===== config.mk =====
export PLATFORM = sky130hd
export DESIGN_NAME = sbus_frame_receiver_core
export DESIGN_NICKNAME = d
export VERILOG_FILES = /design/src/sv/sbfr_pkg.sv /design/src/sv/sbus_frame_receiver_core.sv /design/src/sv/sbfr_frame_mem.sv /design/src/sv/sbfr_bit_unpacker.sv
export SDC_FILE = /design/constraint.sdc
export NUM_CORES = 1
export LEC_CHECK = 0
export ABC_AREA = 1
export BUFFER_PORTS_ARGS = -buffer_cell sky130_fd_sc_hd__buf_2
export CAP_MARGIN = 20
export CORE_MARGIN = 10
export CORE_UTILIZATION = 55
export CTS_BUF_LIST = sky130_fd_sc_hd__clkbuf_16
export DETAILED_ROUTE_END_ITERATION = 6
export PLACE_DENSITY = 0.7
export SLEW_MARGIN = 20
export SYNTH_ARGS = -nofsm -noshare
export SYNTH_HDL_FRONTEND = slang
export SYNTH_SLANG_ARGS = --single-unit

===== constraint.sdc =====
create_clock -name aclk -period 12.35 [get_ports aclk]
set_input_delay 2.47 -clock aclk [delete_from_list [all_inputs] [get_ports aclk]]
set_output_delay 2.47 -clock aclk [all_outputs]
set_load 0.005 [all_outputs]

===== src/sv/sbfr_pkg.sv =====
// ============================================================================
// sbfr_pkg
// Shared constants and types for the S.BUS frame receiver.
// ============================================================================
package sbfr_pkg;

    localparam int unsigned FRAME_LEN = 25;
    localparam int unsigned ADDR_W    = 5;
    localparam int unsigned CHAN_N    = 16;
    localparam int unsigned CHAN_W    = 11;
    localparam int unsigned ACC_W     = CHAN_W + 7;
    localparam int unsigned CNT_W     = 5;

    localparam logic [7:0] HEADER_BYTE = 8'h0F;

    localparam logic [ADDR_W-1:0] FIRST_DATA_IDX = ADDR_W'(1);
    localparam logic [ADDR_W-1:0] LAST_DATA_IDX  = ADDR_W'(22);
    localparam logic [ADDR_W-1:0] FLAG_IDX       = ADDR_W'(23);
    localparam logic [ADDR_W-1:0] FOOTER_IDX     = ADDR_W'(24);
    localparam logic [ADDR_W-1:0] HEADER_IDX     = ADDR_W'(0);

    localparam logic [3:0] FOOTER_OK_A = 4'h0;
    localparam logic [3:0] FOOTER_OK_B = 4'h4;
    localparam logic [3:0] CHAN_LAST   = 4'(CHAN_N - 1);

    localparam logic [1:0] LINK_OK       = 2'd0;
    localparam logic [1:0] LINK_LOST     = 2'd1;
    localparam logic [1:0] LINK_FAILSAFE = 2'd2;

    // Control of the bit unpacker by the sequencer.
    typedef struct packed {
        logic clear;
        logic load;
        logic take;
    } unp_ctrl_t;

endpackage


===== src/sv/sbus_frame_receiver_core.sv =====
// ============================================================================
// sbus_frame_receiver_core
// Collects S.BUS bytes into 25-byte frames, checks each frame and unpacks its
// sixteen 11-bit channels, or reports a bad frame and resynchronizes.
// ============================================================================
//
//  Channel  | Dir | Payload
//  ---------+-----+-----------------------------------------------------------
//  s_       | in  | tdata: rx_byte
//  m_       | out | tdata: channel fields and counters, tuser: frame_bad,
//           |     | tlast: last result of the frame
//
// A byte that does not complete a frame is taken at once; s_tready is
// high only while the sequencer is idle. A good frame is unpacked through
// one memory read port and one bit accumulator: 22 byte fetches through
// UNPACK, FETCH and MERGE, and one output item per channel. A bad frame
// gives one error item, a scan for the next header (SCAN_RD, SCAN_CHK)
// and, if found, a move of the tail down (COPY_RD, COPY_WR). Output stalls
// hold the sequencer. aresetn is synchronous; buffer contents need no reset.
module sbus_frame_receiver_core
    import sbfr_pkg::*;
(
    input  logic        aclk,
    input  logic        aresetn,
    input  logic        s_tvalid,
    output logic        s_tready,
    input  logic [7:0]  s_tdata,   // [7:0] rx_byte
    output logic        m_tvalid,
    input  logic        m_tready,
    // [3:0] channel_index, [14:4] channel_value, [15] digital_one,
    // [16] digital_two, [18:17] link_status, [26:19] footer_byte,
    // [58:27] good_count, [90:59] bad_count, [95:91] zero
    output logic [95:0] m_tdata,
    output logic        m_tuser,   // [0] frame_bad
    output logic        m_tlast
);

    typedef enum logic [8:0] {
        ST_IDLE     = 9'b000000001,
        ST_ERR      = 9'b000000010,
        ST_UNPACK   = 9'b000000100,
        ST_FETCH    = 9'b000001000,
        ST_MERGE    = 9'b000010000,
        ST_SCAN_RD  = 9'b000100000,
        ST_SCAN_CHK = 9'b001000000,
        ST_COPY_RD  = 9'b010000000,
        ST_COPY_WR  = 9'b100000000
    } state_t;

    state_t            state_reg, state_next;
    logic [ADDR_W-1:0] fill_reg, fill_next;
    logic [ADDR_W-1:0] rd_ptr_reg, rd_ptr_next;
    logic [3:0]        chan_reg, chan_next;
    logic [31:0]       good_reg, good_next;
    logic [31:0]       bad_reg, bad_next;

    logic              m_valid_reg, m_valid_next;
    logic [95:0]       m_data_reg;
    logic              m_user_reg;
    logic              m_last_reg;

    logic              mem_we;
    logic [ADDR_W-1:0] mem_waddr;
    logic [7:0]        mem_wdata;
    logic [7:0]        rd_data;
    logic [7:0]        hdr_byte, flag_byte, foot_byte;

    unp_ctrl_t         unp_ctrl;
    logic              have_chan;
    logic [CHAN_W-1:0] chan_value;

    logic              s_accept;
    logic              out_free;
    logic              frame_ok;
    logic              emit_chan, emit_err;
    logic [1:0]        link_status;

    sbfr_frame_mem u_mem (
        .aclk      (aclk),
        .wr_en     (mem_we),
        .wr_addr   (mem_waddr),
        .wr_data   (mem_wdata),
        .rd_addr   (rd_ptr_reg),
        .rd_data   (rd_data),
        .hdr_byte  (hdr_byte),
        .flag_byte (flag_byte),
        .foot_byte (foot_byte)
    );

    sbfr_bit_unpacker u_unp (
        .aclk       (aclk),
        .aresetn    (aresetn),
        .ctrl       (unp_ctrl),
        .byte_in    (rd_data),
        .have_chan  (have_chan),
        .chan_value (chan_value)
    );

    assign s_tready = (state_reg == ST_IDLE);
    assign s_accept = s_tvalid && s_tready;
    assign out_free = !m_valid_reg || m_tready;

    // The incoming byte is the footer when it completes the frame.
    assign frame_ok = (hdr_byte == HEADER_BYTE) && (flag_byte[7:4] == 4'h0) &&
                      ((s_tdata[3:0] == FOOTER_OK_A) || (s_tdata[3:0] == FOOTER_OK_B));

    always_comb begin
        priority if (flag_byte[3]) begin
            link_status = LINK_FAILSAFE;
        end else if (flag_byte[2]) begin
            link_status = LINK_LOST;
        end else begin
            link_status = LINK_OK;
        end
    end

    always_comb begin
        state_next  = state_reg;
        fill_next   = fill_reg;
        rd_ptr_next = rd_ptr_reg;
        chan_next   = chan_reg;
        good_next   = good_reg;
        bad_next    = bad_reg;
        mem_we      = 1'b0;
        mem_waddr   = fill_reg;
        mem_wdata   = s_tdata;
        unp_ctrl    = '0;
        emit_chan   = 1'b0;
        emit_err    = 1'b0;

        unique case (state_reg)
            ST_IDLE: begin
                if (s_accept && (fill_reg != '0 || s_tdata == HEADER_BYTE)) begin
                    mem_we = 1'b1;
                    if (fill_reg == FOOTER_IDX) begin
                        fill_next = '0;
                        if (frame_ok) begin
                            good_next      = good_reg + 32'd1;
                            unp_ctrl.clear = 1'b1;
                            rd_ptr_next    = FIRST_DATA_IDX;
                            chan_next      = '0;
                            state_next     = ST_UNPACK;
                        end else begin
                            bad_next   = bad_reg + 32'd1;
                            state_next = ST_ERR;
                        end
                    end else begin
                        fill_next = fill_reg + ADDR_W'(1);
                    end
                end
            end
            ST_ERR: begin
                if (out_free) begin
                    emit_err    = 1'b1;
                    rd_ptr_next = FIRST_DATA_IDX;
                    state_next  = ST_SCAN_RD;
                end
            end
            ST_UNPACK: begin
                if (have_chan) begin
                    if (out_free) begin
                        emit_chan     = 1'b1;
                        unp_ctrl.take = 1'b1;
                        if (chan_reg == CHAN_LAST) begin
                            state_next = ST_IDLE;
                        end else begin
                            chan_next = chan_reg + 4'd1;
                        end
                    end
                end else begin
                    state_next = ST_FETCH;
                end
            end
            ST_FETCH: begin
                state_next = ST_MERGE;
            end
            ST_MERGE: begin
                unp_ctrl.load = 1'b1;
                rd_ptr_next   = rd_ptr_reg + ADDR_W'(1);
                state_next    = ST_UNPACK;
            end
            ST_SCAN_RD: begin
                state_next = ST_SCAN_CHK;
            end
            ST_SCAN_CHK: begin
                priority if (rd_data == HEADER_BYTE) begin
                    fill_next  = '0;
                    state_next = ST_COPY_RD;
                end else if (rd_ptr_reg == FOOTER_IDX) begin
                    fill_next  = '0;
                    state_next = ST_IDLE;
                end else begin
                    rd_ptr_next = rd_ptr_reg + ADDR_W'(1);
                    state_next  = ST_SCAN_RD;
                end
            end
            ST_COPY_RD: begin
                state_next = ST_COPY_WR;
            end
            ST_COPY_WR: begin
                // Move the tail down; fill_reg doubles as the write pointer.
                mem_we    = 1'b1;
                mem_wdata = rd_data;
                fill_next = fill_reg + ADDR_W'(1);
                if (rd_ptr_reg == FOOTER_IDX) begin
                    state_next = ST_IDLE;
                end else begin
                    rd_ptr_next = rd_ptr_reg + ADDR_W'(1);
                    state_next  = ST_COPY_RD;
                end
            end
            default: begin
                state_next = ST_IDLE;
            end
        endcase
    end

    always_comb begin
        m_valid_next = m_valid_reg;
        if (emit_chan || emit_err) begin
            m_valid_next = 1'b1;
        end else if (m_tready) begin
            m_valid_next = 1'b0;
        end
    end

    always_ff @(posedge aclk) begin
        if (!aresetn) begin
            state_reg   <= ST_IDLE;
            fill_reg    <= '0;
            rd_ptr_reg  <= '0;
            chan_reg    <= '0;
            good_reg    <= '0;
            bad_reg     <= '0;
            m_valid_reg <= 1'b0;
        end else begin
            state_reg   <= state_next;
            fill_reg    <= fill_next;
            rd_ptr_reg  <= rd_ptr_next;
            chan_reg    <= chan_next;
            good_reg    <= good_next;
            bad_reg     <= bad_next;
            m_valid_reg <= m_valid_next;
        end
    end

    always_ff @(posedge aclk) begin
        if (emit_chan) begin
            m_data_reg <= {5'd0, bad_reg, good_reg, foot_byte, link_status,
                           flag_byte[1], flag_byte[0], chan_value, chan_reg};
            m_user_reg <= 1'b0;
            m_last_reg <= (chan_reg == CHAN_LAST);
        end else if (emit_err) begin
            m_data_reg <= {5'd0, bad_reg, good_reg, foot_byte, LINK_OK,
                           1'b0, 1'b0, CHAN_W'(0), 4'd0};
            m_user_reg <= 1'b1;
            m_last_reg <= 1'b1;
        end
    end

    assign m_tvalid = m_valid_reg;
    assign m_tdata  = m_data_reg;
    assign m_tuser  = m_user_reg;
    assign m_tlast  = m_last_reg;

    a_fill_in_range: assert property (@(posedge aclk) disable iff (!aresetn)
        fill_reg <= FOOTER_IDX)
        else $error("core: fill level beyond the frame");

    a_fetch_in_data: assert property (@(posedge aclk) disable iff (!aresetn)
        (state_reg == ST_MERGE) |-> (rd_ptr_reg >= FIRST_DATA_IDX &&
                                     rd_ptr_reg <= LAST_DATA_IDX))
        else $error("core: channel fetch outside the data bytes");

    a_last_chan_ends: assert property (@(posedge aclk) disable iff (!aresetn)
        (emit_chan && chan_reg == CHAN_LAST) |=> (state_reg == ST_IDLE && m_tlast))
        else $error("core: last channel did not end the frame");

    a_err_after_bad: assert property (@(posedge aclk) disable iff (!aresetn)
        emit_err |=> (m_tuser && m_tlast && state_reg == ST_SCAN_RD))
        else $error("core: error item not followed by the header scan");

endmodule


===== src/sv/sbfr_frame_mem.sv =====
// ============================================================================
// sbfr_frame_mem
// 25-byte frame buffer with one write port, one registered read port, and
// taps that keep copies of the header, flag and footer bytes.
// ============================================================================
module sbfr_frame_mem
    import sbfr_pkg::*;
(
    input  logic              aclk,
    input  logic              wr_en,
    input  logic [ADDR_W-1:0] wr_addr,
    input  logic [7:0]        wr_data,
    input  logic [ADDR_W-1:0] rd_addr,
    output logic [7:0]        rd_data,
    output logic [7:0]        hdr_byte,
    output logic [7:0]        flag_byte,
    output logic [7:0]        foot_byte
);

    logic [7:0] mem [FRAME_LEN];
    logic [7:0] rd_data_reg;
    logic [7:0] hdr_reg;
    logic [7:0] flag_reg;
    logic [7:0] foot_reg;

    always_ff @(posedge aclk) begin
        if (wr_en) begin
            mem[wr_addr] <= wr_data;
        end
        rd_data_reg <= mem[rd_addr];
    end

    // The taps follow every write so the check never needs a read cycle.
    always_ff @(posedge aclk) begin
        if (wr_en && wr_addr == HEADER_IDX) begin
            hdr_reg <= wr_data;
        end
        if (wr_en && wr_addr == FLAG_IDX) begin
            flag_reg <= wr_data;
        end
        if (wr_en && wr_addr == FOOTER_IDX) begin
            foot_reg <= wr_data;
        end
    end

    assign rd_data   = rd_data_reg;
    assign hdr_byte  = hdr_reg;
    assign flag_byte = flag_reg;
    assign foot_byte = foot_reg;

endmodule


===== src/sv/sbfr_bit_unpacker.sv =====
// ============================================================================
// sbfr_bit_unpacker
// Bit accumulator that takes frame bytes LSB first and hands out 11-bit
// channel values.
// ============================================================================
module sbfr_bit_unpacker
    import sbfr_pkg::*;
(
    input  logic              aclk,
    input  logic              aresetn,
    input  unp_ctrl_t         ctrl,
    input  logic [7:0]        byte_in,
    output logic              have_chan,
    output logic [CHAN_W-1:0] chan_value
);

    logic [ACC_W-1:0] acc_reg, acc_next;
    logic [CNT_W-1:0] cnt_reg, cnt_next;

    always_comb begin
        acc_next = acc_reg;
        cnt_next = cnt_reg;
        priority if (ctrl.clear) begin
            acc_next = '0;
            cnt_next = '0;
        end else if (ctrl.load) begin
            // Bits above the count are always zero, so an OR merges the byte.
            acc_next = acc_reg | (ACC_W'(byte_in) << cnt_reg);
            cnt_next = cnt_reg + CNT_W'(8);
        end else if (ctrl.take) begin
            acc_next = acc_reg >> CHAN_W;
            cnt_next = cnt_reg - CNT_W'(CHAN_W);
        end
    end

    always_ff @(posedge aclk) begin
        if (!aresetn) begin
            acc_reg <= '0;
            cnt_reg <= '0;
        end else begin
            acc_reg <= acc_next;
            cnt_reg <= cnt_next;
        end
    end

    assign have_chan  = (cnt_reg >= CNT_W'(CHAN_W));
    assign chan_value = acc_reg[CHAN_W-1:0];

    a_take_needs_bits: assert property (@(posedge aclk) disable iff (!aresetn)
        ctrl.take |-> have_chan)
        else $error("unpacker: channel taken with too few bits");

    a_load_no_overflow: assert property (@(posedge aclk) disable iff (!aresetn)
        ctrl.load |-> (cnt_reg < CNT_W'(CHAN_W)))
        else $error("unpacker: byte loaded into a full accumulator");

endmodule

# Yosys cells after proc, flatten, opt, wreduce, memory -nomap -nowiden
# Memories as Yosys holds them, arrays and structs flattened. A register that Yosys moved wholly into a read port is not among the register bits.
# Cells that the tools add are included.
# Widths: inputs -> output; s select.
dict set report op_classes {
  n_addsub 7
  n_lt_le_gt_ge 1
  eq_ne 28
  n_shift 1
  n_mux 56
  bitwise_logic 3
  n_reduce_logical 29
}
# cell count
set ops {}
lappend ops {{$mux 91} 2}
lappend ops {{$pmux 9 s9} 1}
lappend ops {{$add 32x1->32 const B} 2}
lappend ops {{$mux 5} 12}
lappend ops {{$mux 9} 6}
lappend ops {{$mux 18} 2}
lappend ops {{$pmux 5 s5} 1}
lappend ops {{$eq 8x4->1 const B} 3}
lappend ops {{$mux 4} 6}
lappend ops {{$mux 8} 3}
lappend ops {{$or 18x18->18} 1}
lappend ops {{$shl 8x5->18} 1}
lappend ops {{$mux 1} 17}
lappend ops {{$eq 5x5->1 const B} 3}
lappend ops {{$pmux 5 s3} 1}
lappend ops {{$add 5x1->5 const B} 2}
lappend ops {{$ne 2x2->1 const B} 5}
lappend ops {{$reduce_bool 5->1} 2}
lappend ops {{$eq 9x1->1 const B} 1}
lappend ops {{$eq 9x2->1 const B} 1}
lappend ops {{$eq 9x3->1 const B} 1}
lappend ops {{$eq 9x4->1 const B} 1}
lappend ops {{$eq 9x5->1 const B} 1}
lappend ops {{$eq 9x6->1 const B} 1}
lappend ops {{30 further kinds} 49}
dict set report word_totals {
  register_bits 228
  mem_bits_rw 200
  inputBits 12
  out_inout_bits 100
  wordCells 141
  n_memories 1
}
# name words word_bits rd rd_clocked_by_memory_dff wr line_no
set mem_list {}
lappend mem_list {u_mem.mem 25 8 1 1 1 sbfr_frame_mem.sv:20} ;# logic [7:0] mem [FRAME_LEN];

# Longest topological paths before layout
# Gate-level depths: netlist of run 1.
dict set report logic_depth {
  depth_word 8
  ltp_mapped 13
  depth_no_buf 13
}

# Hierarchy
# From an unflattened synthesis of run 1, not the netlist that was laid out.
dict set report unflattened {
  cells_unflattened 2187
  area_unflattened_um2 19772.7
}
# module n_inst cells_each area_each_um2 seq_area_each_um2
set by_module_without_submodules {}
lappend by_module_without_submodules {sbfr_frame_mem 1 836 9467.8 6886.6}
lappend by_module_without_submodules {sbus_frame_receiver_core 1 1124 8818.5 4544.4}
lappend by_module_without_submodules {sbfr_bit_unpacker 1 227 1486.4 460.4}

# Worst setup path after synthesis of run 1
# Ideal clock, no wire load.
dict set report synth_path {
  kind {input-to-reg}
  from {in m_tready}
  to {reg m_data_reg[0], in the netlist m_tdata[0] (enable)}
  setup_time_ns 0.671
  t_arrival_ns 9.046
  required_time_ns 11.679
  slack_ns 2.633
  cell_stages 2
  n_path_buf 0
  cell_sequence {nor2_1 -> o21ai_0}
}
dict set report synth_via {
  elab_chain_cells 5
  elab_cells_between_ends 6
  cone_classes {4 x mux; 2 x reduce/logical}
}
# element line_no
set synth_rtl {}
lappend synth_rtl {{start, declared} sbus_frame_receiver_core.sv:29} ;# input logic m_tready,
lappend synth_rtl {{$logic_or 1x1->1 (*)} sbus_frame_receiver_core.sv:101} ;# assign out_free = !m_valid_reg || m_tready;
lappend synth_rtl {{$mux 1 (*)} {sbus_frame_receiver_core.sv:153, sbus_frame_receiver_core.sv:161}}
lappend synth_rtl {{$mux 1} sbus_frame_receiver_core.sv:160} ;# if (have_chan) begin
lappend synth_rtl {{$mux 1} sbus_frame_receiver_core.sv:131} ;# unique case (state_reg)
lappend synth_rtl {{$reduce_bool 2->1 (no source line) (*)} --}
lappend synth_rtl {{end signal, assigned} sbus_frame_receiver_core.sv:249} ;# m_data_reg <= {5'd0, bad_reg, good_reg, foot_byte, link_status,
lappend synth_rtl {{end signal, assigned} sbus_frame_receiver_core.sv:254} ;# m_data_reg <= {5'd0, bad_reg, good_reg, foot_byte, LINK_OK,
lappend synth_rtl {{end, declared} sbus_frame_receiver_core.sv:58} ;# logic [95:0] m_data_reg;
# Mark *: on every way between the ends. The rest lies on a longest branch, timed or not.
# A chain may end at the register's enable or synchronous reset.

# Final worst setup path of run 1
dict set report layout_path {
  from {in s_tdata[5]}
  to {reg u_mem.hdr_reg[0], in the netlist u_mem.hdr_byte[0] (enable)}
}
dict set report layout_via {
  elab_chain_cells 6
}
# element line_no
set layout_rtl {}
lappend layout_rtl {{start, declared} sbus_frame_receiver_core.sv:27} ;# input logic [7:0] s_tdata,
lappend layout_rtl {{$eq 8x4->1} sbus_frame_receiver_core.sv:133} ;# if (s_accept && (fill_reg != '0 || s_tdata == HEADER_BYTE)) begin
lappend layout_rtl {{$logic_or 1x1->1} sbus_frame_receiver_core.sv:133}
lappend layout_rtl {{$logic_and 1x1->1} sbus_frame_receiver_core.sv:133}
lappend layout_rtl {{$mux 1} sbus_frame_receiver_core.sv:133}
lappend layout_rtl {{$pmux 1 s2} sbus_frame_receiver_core.sv:131}
lappend layout_rtl {{$logic_and 1x1->1} sbfr_frame_mem.sv:35} ;# if (wr_en && wr_addr == HEADER_IDX) begin
lappend layout_rtl {{end signal, assigned} sbfr_frame_mem.sv:36} ;# hdr_reg <= wr_data;
lappend layout_rtl {{end, declared} sbfr_frame_mem.sv:22} ;# logic [7:0] hdr_reg;
# Every way passes these cells.

==> flow_metrics.py, run 1 <==
metrics = {
    "outcome": {
        "outcome": "complete, no violations",
    },
    "worst_setup_path": {
        "cp-start-kind": "input port",
        "worstPathRequired_ps": 12540,
        "crit_type": "in2reg",
        "cp_max_fo": 8,
        "crit_path_end_kind": "register",
        "arrival_ps": 4680,
    },
    "placed_design": {
        "placed_area_um2": 19700,
        "io_buffers": 106,
        "dp_hpwl_mm": 30.7,
        "gp_routability_congestion": 0.921,
    },
    "clock_network": {
        "clkTransAtPathRegs_ps": 60,
        "postCtsHoldBufs": 0,
        "cts_htree_levels": 2,
        "cts_buffers": 44,
        "cts_tree": "done",
        "cts-resized-gates": 0,
        "clockBufferDepth": 3,
        "cts_setup_buffers": 0,
        "cts.sinks": 436,
        "root_buffer": "clkbuf_16",
        "clk_latency_ps": 560,
    },
    "logic_synthesis": {
        "synth-seq-cells": 436,
        "async_flop_share": 0,
        "netlist-cell-type-count": 45,
        "synth.area.top_cells": "edfxtp_1, dfxtp_1, nand2_1",
        "synth.cell_area_um2": 18800,
        "post-synth-top-area-cell": "edfxtp_1",
        "synth_ff_type": "edfxtp_1",
        "ys_seq_area_frac": 0.631,
        "yosysWarnings": 0,
        "synth_edf_count": 316,
        "synth_area_per_cell_um2": 9.76,
        "synth_cells": 1930,
        "yosysTopAreaCellShare": 0.504,
    },
    "final_layout": {
        "final_cell_area_um2": 21100,
        "area_delta_synth_final_pct": 12.0,
        "final_cell_mix": "nand2_1, nor2_1, edfxtp_1",
        "nNetsFinal": 2040,
        "final_common_cell": "nand2_1",
        "largest_reg_flops": 200,
        "nFillCells": 2768,
        "top_register": "u_mem.mem",
        "drive_gt1_frac": 0.118,
    },
    "floorplanning": {
        "die_w_um": 205,
        "die_h_um": 205,
        "core_um2": 33700,
        "die_area_um2": 42100,
        "ios": 112,
        "core.rowCount": 67,
        "start_util": 0.559,
    },
    "hold_path": {
        "hp-class": "reg2reg",
    },
    "routing": {
        "drt_iter0_markers": 1184,
        "drc": 0,
        "routedWlPerCell_um": 18.4,
        "drt_pass1_iterations": 6,
        "drtAntennaViolNets": 0,
        "vias": 14000,
        "routed_wl_mm": 45.9,
        "routed_via_density": 5.59,
    },
    "timing": {
        "tns_ps": 0,
        "slew_headroom": 0.271,
        "setup-violations-final": 0,
        "fin_crit_ps": 4490,
        "hold_viol_final": 0,
        "rsz0062_at_grt": "no",
        "worstMarginPinSlew_ps": 1090,
        "skew_ps": 18.7,
        "slew_violations": 0,
        "max_freq_ghz": 0.223,
        "min_period_over_period": 0.363,
    },
    "grt": {
        "antenna_found_initial": 0,
        "grt_pass1_vias": 13200,
        "grtUsageTotal": 0.216,
        "grt_max_degree": 98,
        "grt_overflow": 0,
        "grt_first_pass_wirelength_mm": 71.9,
    },
    "job": {
        "drv_cap": 0,
    },
    "power_and_ir_drop": {
        "p_leak_nw": 7.53,
        "vdd_drop_max_uv": 127,
        "powerDensity_nw_per_um2": 137,
    },
}
## worst max-delay path, cell delays in order
cell and delay (ps):
buf_2 90, inv_1 100, nand2_1 70, nor2_1 220
nand2_1 140, nand2_4 110, nand3_1 120, inv_1 130
nor2_1 70, inv_1 130, nand2_1 370, nor2_1 640
## kinds of logic after synthesis
logic type / count (synthesis) / synth area share
AO/OA/AOI/OAI: 306 / 0.0894
XOR/XNOR: 33 / 0.0153
adder cells (fa/ha/maj): 11 / 0.00730
buffers and inverters: 214 / 0.0474
flip-flops: 436 / 0.631
other: 1 / 0.000199
AND/OR/NAND/NOR: 929 / 0.209
## cells in the mapped netlist, types with 2 or more instances
| master | instances |
|---|---|
| nand2_1 | 398 |
| nor2_1 | 333 |
| edfxtp_1 | 316 |
| o21ai_0 | 148 |
| inv_1 | 121 |
| dfxtp_1 | 120 |
| a21oi_1 | 80 |
| nand3_1 | 77 |
| clkbuf_1 | 44 |
| nor3_1 | 37 |
| nand4_1 | 28 |
| xor2_1 | 27 |
| o22ai_1 | 26 |
| o211ai_1 | 25 |
| buf_2 | 16 |
| a31oi_1 | 12 |
| nand2_2 | 12 |
| ha_1 | 11 |
| nor2_2 | 11 |
| buf_4 | 10 |
| inv_2 | 9 |
| nand3b_1 | 7 |
| nor2_4 | 7 |
| xnor2_1 | 6 |
| buf_1 | 4 |
| buf_6 | 4 |
| clkinv_1 | 4 |
| o21ai_1 | 4 |
| o221ai_1 | 4 |
| or2_2 | 4 |
| nand2_4 | 3 |
| a211oi_1 | 2 |
| a21boi_0 | 2 |
| and3_1 | 2 |
| clkinv_2 | 2 |
| nand3_2 | 2 |
| nand3_4 | 2 |
| nor3b_1 | 2 |
| nor4_1 | 2 |
## stage by stage
stage                util  std cells  power [mW]  hold WS (ps)  setup slack (ps)
detailed placement  0.586       2419        1.66           406              7280
global route        0.626       2501        2.98           427              7680
global placement    0.586       2419        1.66           402              7340
CTS                 0.626       2501        2.91           420              7860
finish              0.626       2502        2.89           422              7860
floorplan               -       1934        1.64           400              2630
## per-layer routing
metal  up-vias  GRT usage  wire, µm
li1       6739          -         -
met1      6628      0.295     19800
met2       537      0.347     21500
met3        90     0.0336      3480
met4         0     0.0701      1200
met5         -          0         0
## area by class of cell
class | instances | area [µm²] | share of cell area
clock inverter | 36 | 216 | 0.0103
antenna | 1 | 2.50 | 0.000119
clock buffer | 46 | 1150 | 0.0546
inverter | 136 | 513 | 0.0243
multi-input combinational | 1284 | 6170 | 0.292
sequential | 436 | 11900 | 0.564
tap | 448 | 561 | 0.0266
timing repair buffer | 115 | 598 | 0.0283
## report_power, final
part,switching [mW],total [mW],leakage (nW),internal [mW]
Clock,0.543,1.26,0.721,0.715
Sequential,0.00360,1.57,3.83,1.57
Combinational,0.0471,0.0592,2.98,0.0121
## final timing paths
check                                     start                     endpoint  slack [ps]  cells past startpoint
setup / recovery                     s_tdata[5]  u_mem.hdr_byte[0]$_DFFE_PP_        7860                     12
hold / removal     u_mem.foot_byte[4]$_DFFE_PP_        m_tdata[23]$_DFFE_PP_         420                      0
setup reg to reg  u_unp.cnt_reg[0]$_SDFFE_PP0P_        m_tdata[36]$_DFFE_PP_        9160                      9
hold reg to reg    u_mem.foot_byte[4]$_DFFE_PP_        m_tdata[23]$_DFFE_PP_         420                      0
(Power assumes the default switching activity.)
==> run 2, diff against run 1 <==
Settings changed: PLACE_DENSITY 0.7 to 0.73.
Clock period 12.35 ns to 3.6 ns, I/O delays scaled along.
==> run 2 against run 1 <==
  * Register-to-register slack got worse by 8300 ps
  * Via count rose by 0.85%
  * Critical path depth shrank 1
  * Combinational power grew to 3.5 times the previous value
  * Sequential share of layout area decreased by 0.55 points
  * Power increased to 3.5 times the previous value
  * Cell count rose by 0.52%
  * Count of clock-buffer cells in the layout fell by 1
  * Critical endpoint is now u_mem.mem[15][7]$_DFFE_PP_
==> flow_metrics.py, run 2 (synthesis results as in run 1) <==
metrics = {
    "grt": {
        "grt_overflow": 0,
        "grt_max_degree": 101,
        "grt_pass1_vias": 13300,
        "grtUsageTotal": 0.214,
        "grt_first_pass_wirelength_mm": 71.8,
        "antenna_found_initial": 0,
    },
    "floorplanning": {
        "die_h_um": 205,
        "die_area_um2": 42100,
        "core.rowCount": 67,
        "start_util": 0.559,
        "core_um2": 33700,
        "ios": 112,
        "die_w_um": 205,
    },
    "timing": {
        "slew_violations": 0,
        "hold_viol_final": 0,
        "slew_headroom": 0.285,
        "rsz0062_at_grt": "no",
        "skew_ps": 29.4,
        "setup-violations-final": 0,
        "tns_ps": 0,
        "final.setup.worst_slack_ps": 843,
        "worstMarginPinSlew_ps": 1070,
        "min_period_over_period": 0.766,
        "max_freq_ghz": 0.363,
        "fin_crit_ps": 2760,
    },
    "placed_design": {
        "gp_routability_congestion": 0.915,
        "dp_hpwl_mm": 30.6,
        "io_buffers": 106,
        "post-place-ws_ps": 418,
        "numPlacedInstances": 2435,
    },
    "worst_setup_path": {
        "arrival_ps": 2970,
        "rrSetupSlack_ps": 840,
        "r2r_start": "fill_reg[0]$_SDFFE_PN0P_",
        "crit_start": "fill_reg[0]$_SDFFE_PN0P_",
        "endpoint": "u_mem.mem[15][7]$_DFFE_PP_",
        "crit_path_end_kind": "register",
        "rr_worst_depth": 11,
        "r2r-end": "u_mem.mem[15][7]$_DFFE_PP_",
        "cp-start-kind": "register",
        "worstPathRequired_ps": 3810,
        "crit_type": "reg2reg",
        "cp_max_fo": 8,
    },
    "routing": {
        "drt_iter0_markers": 1344,
        "routed_via_density": 5.61,
        "drc": 0,
        "vias": 14100,
        "drt_pass1_iterations": 5,
        "routed_wl_mm": 45.9,
        "drtAntennaViolNets": 0,
        "routedWlPerCell_um": 18.2,
    },
    "final_layout": {
        "nFillCells": 2720,
        "top_register": "u_mem.mem",
        "largest_reg_flops": 200,
        "drive_gt1_frac": 0.125,
        "diodes": 0,
        "nNetsFinal": 2055,
        "area_delta_synth_final_pct": 13.1,
        "final_cells": 2515,
        "final_cell_mix": "nand2_1, nor2_1, edfxtp_1",
        "final_common_cell": "nand2_1",
    },
    "clock_network": {
        "clockBufferDepth": 3,
        "cts_setup_buffers": 0,
        "clk_latency_ps": 570,
        "clkTransAtPathRegs_ps": 60,
        "cts_buffers": 43,
        "cts-resized-gates": 0,
        "postCtsHoldBufs": 0,
        "cts.sinks": 436,
        "root_buffer": "clkbuf_16",
        "cts_htree_levels": 2,
        "cts_tree": "done",
    },
    "power_and_ir_drop": {
        "vdd_drop_max_uv": 401,
        "powerDensity_nw_per_um2": 475,
        "p_leak_nw": 7.65,
    },
    "hold_path": {
        "hp-class": "reg2reg",
    },
    "job": {
        "drv_cap": 0,
    },
    "outcome": {
        "outcome": "complete, no violations",
    },
}
## run 2: changes by cell type in the layout (fill, tap and decap cells not counted)
cell        before  now
diode_2          1    0
inv_6            3    0
clkinv_1        13    8
inv_16           0    1
clkbuf_16       46   45
buf_12           0    1
clkinvlp_4       0    2
clkinv_8         0    2
bufinv_16        2    5
buf_4            9   24
clkinv_2        13    9
inv_1          131  134
## run 2: layer usage
layer	wire length [µm]	GRT usage
met5	0	0
met4	1140	0.0727
met3	3590	0.0396
met2	21600	0.345
met1	19500	0.287
## run 2: cell type report
| class | count | area, µm² | share of cell area |
|---|---|---|---|
| Sequential cell | 436 | 11900 | 0.558 |
| Multi-Input combinational cell | 1284 | 6170 | 0.289 |
| Timing Repair Buffer | 131 | 731 | 0.0343 |
| Inverter | 136 | 513 | 0.0241 |
| Clock inverter | 35 | 320 | 0.0150 |
| Clock buffer | 45 | 1130 | 0.0528 |
| Tap cell | 448 | 561 | 0.0263 |
## run 2: worst min-delay path by stage
stage | from | endpoint | slack [ps] | cells after the start
6_report | u_mem.foot_byte[5]$_DFFE_PP_ | m_tdata[24]$_DFFE_PP_ | 420 | 0
5_1_grt | u_mem.foot_byte[2]$_DFFE_PP_ | m_tdata[21]$_DFFE_PP_ | 430 | 0
4_1_cts | u_mem.foot_byte[5]$_DFFE_PP_ | m_tdata[24]$_DFFE_PP_ | 420 | 0
3_5_place_dp | u_mem.foot_byte[5]$_DFFE_PP_ | m_tdata[24]$_DFFE_PP_ | 410 | 0
3_3_place_gp | u_mem.foot_byte[2]$_DFFE_PP_ | m_tdata[21]$_DFFE_PP_ | 400 | 0
2_1_floorplan | u_mem.foot_byte[0]$_DFFE_PP_ | m_tdata[19]$_DFFE_PP_ | 400 | 0
## run 2: report_power, final
| part | switching (mW) | internal [mW] |
|---|---|---|
| sequential | 0.0121 | 5.38 |
| combinational | 0.163 | 0.0467 |
| clock | 1.89 | 2.64 |
## run 2: worst max-delay path: stages, from the launching register on
cell     delay [ps]
dfxtp_1         410
inv_1           100
ha_1            270
inv_1            80
nor2_2           50
nand2_4          90
nand3_1         110
inv_1           120
nor2_1           70
inv_1           140
nand2_1         300
nor2_1          620
## run 2: per-stage QoR
stage               hold WS [ps]  utilization  total power, mW  cell area (µm²)
floorplan                    400            -             5.61            18900
global placement             403        0.589             5.70            19900
detailed placement           409        0.589             5.71            19900
CTS                          425        0.632             10.2            21300
global route                 434        0.632             10.4            21300
finish                       422        0.632             10.1            21300
==> run 3, diff against run 2 <==
Settings changed: PLACE_DENSITY 0.73 to 0.7.
Clock period 3.6 ns to 2.9 ns, I/O delays scaled along.
==> run 3 against run 2 <==
  * Global-route usage rose by 0.11 points
  * Count of clock-buffer cells in the layout did not move
  * Flip-flop and latch count did not move
  * Clock skew fell by 7.3 ps
  * Highest routed layer unchanged
  * Non-clock buffer count rose by 22
  * Clock power rose by 24%
==> flow_metrics.py, run 3 (synthesis results as in run 1) <==
metrics = {
    "outcome": {
        "outcome": "complete, no violations",
    },
    "power_and_ir_drop": {
        "p_comb_frac": 0.021,
        "p_leak_nw": 7.78,
        "p_sw_mw": 2.60,
        "power.total_mw": 12.6,
        "power_frac_clock": 0.446,
        "powerDensity_nw_per_um2": 584,
        "vdd_drop_max_uv": 427,
        "p_int_mw": 9.97,
        "swShare": 0.207,
        "power_frac_seq": 0.532,
    },
    "routing": {
        "routed_wl_mm": 45.9,
        "drt_iter0_markers": 1330,
        "drt_pass1_iterations": 5,
        "routed_via_density": 5.59,
        "drtAntennaViolNets": 0,
        "drc": 0,
        "routedWlPerCell_um": 18.1,
        "vias": 14200,
    },
    "clock_network": {
        "root_buffer": "clkbuf_16",
        "cts_buffers": 45,
        "cts_htree_levels": 2,
        "clkTransAtPathRegs_ps": 60,
        "cts_tree": "done",
        "clk_latency_ps": 570,
        "cts-resized-gates": 0,
        "clockBufferDepth": 3,
        "postCtsHoldBufs": 0,
        "cts.sinks": 436,
        "cts_setup_buffers": 0,
    },
    "worst_setup_path": {
        "arrival_ps": 2770,
        "rrSetupSlack_ps": 450,
        "max_stage_delay_ps": 360,
        "critical_path.slowest_cell": "nand2_1",
        "crit_buf_inv": 5,
        "cp-start-kind": "register",
        "crit_type": "reg2reg",
        "critPathTopFamily": "simple AND/OR/NAND/NOR gates",
        "crit_path_frequent_cell": "inv_1",
        "crit_path_end_kind": "register",
        "worstPathRequired_ps": 3210,
        "cp_max_fo": 8,
        "cp_cell_sequence": "inv_1 -> ha_1 -> inv_1 -> nor2_2 -> nand2_4 -> nand3_1 -> inv_1 -> nor2_1 -> inv_1 -> nand2_1 -> nor2_1 -> buf_4",
    },
    "timing": {
        "rsz0062_at_grt": "no",
        "max_freq_ghz": 0.408,
        "min_period_over_period": 0.846,
        "tns_ps": 0,
        "slew_headroom": 0.313,
        "setup-violations-final": 0,
        "whs_ps": 421,
        "hold_viol_final": 0,
        "final.setup.worst_slack_ps": 447,
        "skew_ps": 22.1,
        "worstMarginPinSlew_ps": 1030,
        "slew_violations": 0,
        "fin_crit_ps": 2450,
    },
    "grt": {
        "grt_max_degree": 101,
        "grt_pass1_vias": 13400,
        "antenna_found_initial": 1,
        "grt_first_pass_wirelength_mm": 72.5,
        "grtUsageTotal": 0.215,
        "grt_overflow": 0,
    },
    "placed_design": {
        "io_buffers": 106,
        "post-place-ws_ps": 117,
        "gp_routability_congestion": 0.923,
        "dp_hpwl_mm": 30.8,
    },
    "final_layout": {
        "nNetsFinal": 2079,
        "nFillCells": 2760,
        "drive_gt1_frac": 0.135,
        "largest_reg_flops": 200,
        "area_delta_synth_final_pct": 14.2,
        "top_register": "u_mem.mem",
        "seqCellArea_um2": 11900,
        "multi_input_area_um2": 6160,
        "final_common_cell": "nand2_1",
        "final_cell_mix": "nand2_1, nor2_1, edfxtp_1",
    },
    "floorplanning": {
        "ios": 112,
        "die_w_um": 205,
        "start_util": 0.559,
        "die_area_um2": 42100,
        "core_um2": 33700,
        "die_h_um": 205,
        "core.rowCount": 67,
    },
    "hold_path": {
        "hp-class": "reg2reg",
    },
    "job": {
        "drv_cap": 0,
    },
}
run 3: worst paths after layout:
kind                                   to                         start  cells after the start
max reg2reg  u_mem.flag_byte[3]$_DFFE_PP_      fill_reg[0]$_SDFFE_PN0P_                     12
min                 m_tdata[26]$_DFFE_PP_  u_mem.foot_byte[7]$_DFFE_PP_                      0
min reg2reg         m_tdata[26]$_DFFE_PP_  u_mem.foot_byte[7]$_DFFE_PP_                      0
max          u_mem.flag_byte[3]$_DFFE_PP_      fill_reg[0]$_SDFFE_PN0P_                     12
run 3: area by class of cell:
cell class / count / area share
Timing Repair Buffer: 153 / 0.0434
Sequential cell: 436 / 0.553
Clock buffer: 45 / 0.0523
Clock inverter: 39 / 0.0155
Multi-Input combinational cell: 1284 / 0.286
Tap cell: 448 / 0.0260
Inverter: 136 / 0.0238
Antenna cell: 1 / 0.000116
run 3: metal layers:
| layer | GRT usage | part of all wire |
|---|---|---|
| met1 | 0.287 | 0.42 |
| met2 | 0.357 | 0.48 |
| met3 | 0.0362 | 0.082 |
| met4 | 0.0599 | 0.022 |
| met5 | 0 | 0 |
run 3: worst reg2reg max path: cells and delay by family, from the launching register on:
kind | cells | cell delay [ps]
buf+inv | 5 | 580
fa+ha+maj | 1 | 260
simple gates | 6 | 1020
flops | 1 | 350
run 3: stage by stage:
stage	instance area [µm²]	instances	util
after floorplan	18900	1934	-
after global placement	20100	2457	0.595
after detailed placement	20100	2457	0.595
after CTS	21500	2541	0.639
after global routing	21500	2541	0.639
final	21500	2542	0.639
run 3: power by group through the flow:
stage	clock network (mW)	logic [mW]	registers, mW
floorplan	0	0.146	6.82
global placement	0	0.261	6.82
detailed placement	0	0.264	6.82
CTS	5.70	0.266	6.69
global route	5.96	0.290	6.69
finish	5.61	0.267	6.69
